<file path="config.mk">
export PLATFORM = sky130hd
export DESIGN_NAME = iaid_cell
export DESIGN_NICKNAME = d
export VERILOG_FILES = /design/src/iaid_pkg.sv /design/src/iaid_cell.sv
export SDC_FILE = /design/constraint.sdc
export NUM_CORES = 1
export LEC_CHECK = 0
export ABC_CLOCK_PERIOD_IN_PS = 4250
export BUFFER_PORTS_ARGS = -buffer_cell sky130_fd_sc_hd__buf_2
export CORE_UTILIZATION = 40
export CTS_BUF_LIST = sky130_fd_sc_hd__clkbuf_16
export DETAILED_ROUTE_END_ITERATION = 8
export PLACE_DENSITY = 0.83
export SKIP_LAST_GASP = 1
export SLEW_MARGIN = 20
export SYNTH_ARGS = -nofsm -noshare
export SYNTH_HDL_FRONTEND = slang
export SYNTH_SLANG_ARGS = --single-unit
</file>
<file path="constraint.sdc">
create_clock -name clk -period 4.25 [get_ports clk]
set_input_delay 0.2125 -clock clk [delete_from_list [all_inputs] [get_ports clk]]
set_output_delay 0.2125 -clock clk [all_outputs]
set_load 0.02 [all_outputs]
</file>
<file path="src/iaid_pkg.sv">
// Shared constants, opcodes and control types of the indexed array with insert and delete.
package iaid_pkg;

    localparam int CAPACITY   = 64;
    localparam int WORD_BITS  = 32;
    localparam int OP_BITS    = 3;
    localparam int POS_BITS   = 7;
    localparam int CNT_BITS   = 7;
    localparam int STAT_BITS  = 2;
    localparam int GROUP_SIZE = 8;
    localparam int NUM_GROUPS = (CAPACITY + GROUP_SIZE - 1) / GROUP_SIZE;

    localparam int IN_BITS   = OP_BITS + POS_BITS + WORD_BITS;
    localparam int OUT_BITS  = STAT_BITS + WORD_BITS + CNT_BITS;
    localparam int IN_BYTES  = (IN_BITS + 7) / 8;
    localparam int OUT_BYTES = (OUT_BITS + 7) / 8;

    typedef enum logic [OP_BITS-1:0] {
        OP_APPEND = 3'd0,
        OP_INSERT = 3'd1,
        OP_DELETE = 3'd2,
        OP_GET    = 3'd3,
        OP_UPDATE = 3'd4
    } opcode_t;

    typedef enum logic [STAT_BITS-1:0] {
        ST_OK   = 2'd0,
        ST_OOB  = 2'd1,
        ST_FULL = 2'd2
    } status_t;

    typedef struct packed {
        logic                 shift_up;
        logic                 shift_down;
        logic                 write;
        logic [POS_BITS-1:0]  pos;
        logic [POS_BITS-1:0]  wr_idx;
        logic [WORD_BITS-1:0] value;
    } cell_ctrl_t;

endpackage

</file>
<file path="src/iaid_cell.sv">
// One storage cell of the element chain: holds a word and takes it from a neighbor on a shift.
module iaid_cell
    import iaid_pkg::*;
(
    input  logic                 clk,
    input  logic [POS_BITS-1:0]  idx,
    input  cell_ctrl_t           ctrl,
    input  logic [WORD_BITS-1:0] left_word,
    input  logic [WORD_BITS-1:0] right_word,
    output logic [WORD_BITS-1:0] word
);

    logic [WORD_BITS-1:0] word_reg;
    logic [WORD_BITS-1:0] word_next;

    always_comb
    begin
        word_next = word_reg;
        if (ctrl.shift_up && (idx > ctrl.pos))
        begin
            word_next = left_word;
        end
        if (ctrl.shift_down && (idx >= ctrl.pos))
        begin
            word_next = right_word;
        end
        if (ctrl.write && (idx == ctrl.wr_idx))
        begin
            word_next = ctrl.value;
        end
    end

    always_ff @(posedge clk)
    begin
        word_reg <= word_next;
    end

    assign word = word_reg;

endmodule

</file>
==> After elaboration in Yosys (flattened, before gate mapping) <==
Index checks and enable logic that the tools add are counted.
{ "classes": {"n_mux": 3, "n_lt_le_gt_ge": 2, "n_reduce_logical": 4, "eq_ne": 1} }
{ "op_table": {"columns": ["operator", "n"], "rows": [
  ["$mux W32", 3],
  ["$eq A7 B7 Y1", 1],
  ["$ge A7 B7 Y1", 1],
  ["$gt A7 B7 Y1", 1],
  ["$logic_and A1 B1 Y1", 3],
  ["$reduce_bool A3 Y1", 1]
]} }
{ "totals": {"inputBits": 121, "reg_bits": 32} }

==> Depth between registers and ports, before layout <==
{ "depth": {"word_depth": 5, "depth_mapped": 8, "mapped_depth_nobuf": 7} }

==> Worst setup path before layout <==
Ideal clock, no wire load.
{ "synth_timing": {"path_type": "input to register", "from": "input ctrl[45] (netlist bit)", "to": "register word_reg[0] (netlist: word[0]) (enable)", "path_stages": 7, "setup_slack_ns": 1.087, "arrival_time_ns": 2.732, "path_buffers": 1, "path_cell_list": "inv_1 > ha_1 > nand2_1 > o21ai_0 > a21oi_2 > clkbuf_1 > o211ai_1"} }
{ "synth_between": {"elab_chain_len": 3, "word_cells_on_any_way": 5} }
{ "synth_lines": {"columns": ["element", "line_no", "source"], "rows": [
  ["start: declaration", "iaid_cell.sv:7", "input cell_ctrl_t ctrl,"],
  ["$gt A7 B7 Y1 or $ge A7 B7 Y1 (tied branches)", "iaid_cell.sv:19, iaid_cell.sv:23", null],
  ["$logic_and A1 B1 Y1 (on tied branches)", "iaid_cell.sv:19, iaid_cell.sv:23", null],
  ["$reduce_bool A3 Y1 (no line) (*)", null, null],
  ["end signal: assignment", "iaid_cell.sv:35", "word_reg <= word_next;"],
  ["end: declaration", "iaid_cell.sv:13", "logic [WORD_BITS-1:0] word_reg;"]
]} }
Every way passes the cells marked *; elsewhere a longest branch is shown, timed or not.
A chain may end at the register's enable or synchronous reset.

==> Worst setup path in the final report <==
{ "layout_timing": {"from": "input idx[0]", "to": "register word_reg[30] (netlist: word[30]) (enable)"} }
{ "layout_between": {"elab_chain_len": 3, "word_cells_on_any_way": 7} }
{ "layout_lines": {"columns": ["element", "line_no", "source"], "rows": [
  ["start: declaration", "iaid_cell.sv:6", "input logic [POS_BITS-1:0] idx,"],
  ["$gt A7 B7 Y1, or another cell as far along", "iaid_cell.sv:19", "if (ctrl.shift_up && (idx > ctrl.pos))"],
  ["$logic_and A1 B1 Y1 (on tied branches)", "iaid_cell.sv:19, iaid_cell.sv:23, iaid_cell.sv:27", null],
  ["$reduce_bool A3 Y1 (no line) (*)", null, null]
]} }
Marks and branches as above.

==> run_results.csv <==
group,metric,value,unit
status,status,"completed",
power_and_ir_drop,sw_frac_of_total,30.0,%
sta,setup-violations-final,0,
floorplanning,die_y,73.3,um
sta,finalHoldViolations,0,
setup_path,worst_setup_path_end_kind,"flop",
grt,antenna_found_initial,0,
sta,finalCriticalPeriod,2.37,ns
worst_hold_path,hold_removal_path_class,"in -> reg",
sta,tns,0,ns
grt,largest_net_degree_at_the_start_of_global_routing,34,
yosys,ys_dominant_reg_cell,"sky130_fd_sc_hd__edfxtp_1",
grt,total_routing_usage_reported_by_global_routing,22.5,%
yosys,synth_top_area_share,47.2,%
yosys,yosys_warnings,0,
cells_and_area,final_layout_size_suffix_gt1_share,45.4,%
clock_tree,cts_sinks,32,
power_and_ir_drop,cell_internal_power,0.750,mW
cells_and_area,nFillCells,458,
cells_and_area,finish.utilization,61.1,%
setup_path,crit_type,"in -> reg",
place,io_buffer_count,152,
yosys,synth-edff-count,32,
cells_and_area,post-route-cell-area,0.00294,mm2
routing,wirelength,6200,um
clock_tree,cts_made_buffers,5,
yosys,cell_area_synth,0.00203,mm2
sta,post-route-period-util,55.7,%
floorplanning,num_io_pins,153,
setup_path,worstPathRequired,4.26,ns
power_and_ir_drop,switchingPower,0.321,mW
job,max_cap_violations,0,
yosys,synth.net_count,352,
clock_tree,cts_tree,"built",
yosys,synthesis.area_per_instance,9.08,um2
power_and_ir_drop,power.density_cell_area,364,mW/mm2
clock_tree,cts-root-to-sink-buffers,2,
cells_and_area,area.growth.synth_to_final,44.6,%
floorplanning,placement_rows,25,
setup_path,critPathMostFrequentCell,"sky130_fd_sc_hd__buf_4",
floorplanning,die_w,73.3,um
setup_path,critPathMaxFanout,17,
setup_path,critPathMaxStageDelay,0.57,ns
cells_and_area,diodes,0,
routing,detail-route-antenna-nets,0,
sta,final_max_slew_viol_count,0,
clock_tree,postCtsSetupRepairBufs,0,
sta,finalWorstSetupSlack,1.88,ns
place,detailed_place.area,0.00281,mm2
power_and_ir_drop,p_leak,1.36,nW
setup_path,crit_chain,"buf_2 -> inv_1 -> ha_1 -> nand2b_4 -> a211o_1 -> a21oi_2 -> buf_4 -> o211ai_1 -> buf_4",
yosys,synthesis.instances,224,
clock_tree,clock_input_transition_at_the_sequential_cells_of_the_worst_setup_and_hold_paths,0.05,ns
power_and_ir_drop,comb_power_share,29.7,%
routing,drc,0,
power_and_ir_drop,clkPwrFrac,29.6,%
cells_and_area,multi_input_area,932,um2
grt,grt_first_pass_wirelength,9200,um
routing,via_density_per_instance,5.31,
yosys,async_reset_ff_share,0,%
sta,max_freq,423,MHz
yosys,netlist_top_cells_count,"sky130_fd_sc_hd__a21oi_1, sky130_fd_sc_hd__nor2_1, sky130_fd_sc_hd__a31oi_1, sky130_fd_sc_hd__edfxtp_1, sky130_fd_sc_hd__o21ai_0",
setup_path,worst_ep_arrival_time,2.37,ns
setup_path,crit_family,"compound AO/OA/AOI/OAI gates",
yosys,yosys-top-cells-area,"sky130_fd_sc_hd__edfxtp_1, sky130_fd_sc_hd__a31oi_1, sky130_fd_sc_hd__a21oi_1, sky130_fd_sc_hd__o21ai_0, sky130_fd_sc_hd__nor2_1",
grt,overflow,0,
place,gp_congestion,0.794,
yosys,yosys.cell_types.count,25,
clock_tree,hold_buffers,0,
cells_and_area,flip_flop_count_of_the_largest_register_after_layout,32,
clock_tree,clock_tree.htree_level_count,2,
setup_path,cp_slowest_cell,"sky130_fd_sc_hd__a21oi_2",
routing,wl_per_cell,14.2,um
yosys,seq_area_frac_synth,47.2,%
cells_and_area,register_area,961,um2
setup_path,path_buf_inv,4,
sta,rsz0062_at_grt,"false",
floorplanning,floorplan.core_area,0.00482,mm2
power_and_ir_drop,ir_worst_vdd,0.214,mV
floorplanning,die-area,0.00538,mm2
sta,maxSlewHeadroom,25.4,%
grt,via_count_of_the_first_global_routing_pass,2130,
power_and_ir_drop,power.share.sequential,40.8,%
yosys,synth.ff_latch_count,32,
floorplanning,start_util,42.2,%
sta,max_slew.worst_pin.slew,1.12,ns
clock_tree,root_buffer_master,"sky130_fd_sc_hd__clkbuf_16",
cells_and_area,finalNetCount,496,
setup_path,critical_path.startpoint_type,"input port",
routing,via_count,2311,
place,hpwl,4490,um
clock_tree,post_cts.resized_instances,0,
routing,first_iter_violations,141,
routing,dr.pass1.iters,5,
yosys,synth.largest_area_cell,"sky130_fd_sc_hd__edfxtp_1",
place,post-place-ws,1.61,ns
==> area by class of cell <==
cell class	count	share of cell area, %
Multi-Input combinational cell	163	31.7
Sequential cell	32	32.7
Clock inverter	2	0.298
Inverter	9	1.15
Tap cell	67	2.85
Clock buffer	5	4.25
Timing Repair Buffer	157	27.1
==> routing by layer <==
| layer | share of wire [%] | track usage, % | vias up |
|---|---|---|---|
| met1 | 40 | 25.5 | 1047 |
| met5 | 0 | 0 | - |
| met4 | 1.7 | 7.26 | 0 |
| met3 | 7.7 | 5.62 | 12 |
| li1 | - | - | 1121 |
| met2 | 50 | 41.5 | 131 |
==> power groups by stage <==
stage / logic [mW] / registers, mW / clock network (mW)
after global routing: 0.345 / 0.441 / 0.341
after floorplan: 0.101 / 0.522 / 0
after detailed placement: 0.318 / 0.443 / 0
after global placement: 0.308 / 0.442 / 0
final: 0.318 / 0.437 / 0.317
after CTS: 0.318 / 0.437 / 0.325
==> cells by family after synthesis <==
group	count (synthesis)	share of synthesized area (%)
xor+xnor	7	3.01
compound gates	106	28.8
fa+ha+maj	7	4.30
buf+inv	29	7.01
flops	32	47.2
simple gates	43	9.59
==> worst paths after layout <==
path | startpoint | endpoint | cells after the start
worst max-delay path | idx[0] | word[30] | 9
worst min-delay path | ctrl[21] | word[21] | 3
==> through the flow <==
step | instances | hold slack (ns) | power [mW]
2_1_floorplan | 224 | 0.442 | 0.623
3_3_place_gp | 428 | 0.542 | 0.750
3_5_place_dp | 428 | 0.540 | 0.761
4_1_cts | 435 | 0.266 | 1.08
5_1_grt | 435 | 0.287 | 1.13
6_report | 435 | 0.272 | 1.07
==> tightest hold or removal path, stage by stage <==
cell and delay [ns]:
sky130_fd_sc_hd__buf_2 0.07, sky130_fd_sc_hd__nor2_1 0.04, sky130_fd_sc_hd__a21oi_1 0.10
==> cells in the final DEF (no fill, tap or decap), types with 2 or more instances in the layout <==
master / count
sky130_fd_sc_hd__nor2_1: 35
sky130_fd_sc_hd__buf_2: 152
sky130_fd_sc_hd__a21oi_1: 35
sky130_fd_sc_hd__clkbuf_16: 5
sky130_fd_sc_hd__o21ai_0: 31
sky130_fd_sc_hd__a31oi_1: 32
sky130_fd_sc_hd__ha_1: 7
sky130_fd_sc_hd__inv_1: 10
sky130_fd_sc_hd__buf_4: 5
sky130_fd_sc_hd__xor2_1: 6
sky130_fd_sc_hd__nand4_1: 2
sky130_fd_sc_hd__o21ai_1: 3
sky130_fd_sc_hd__edfxtp_1: 32
No activity file was read; power rests on OpenSTA's default activity.
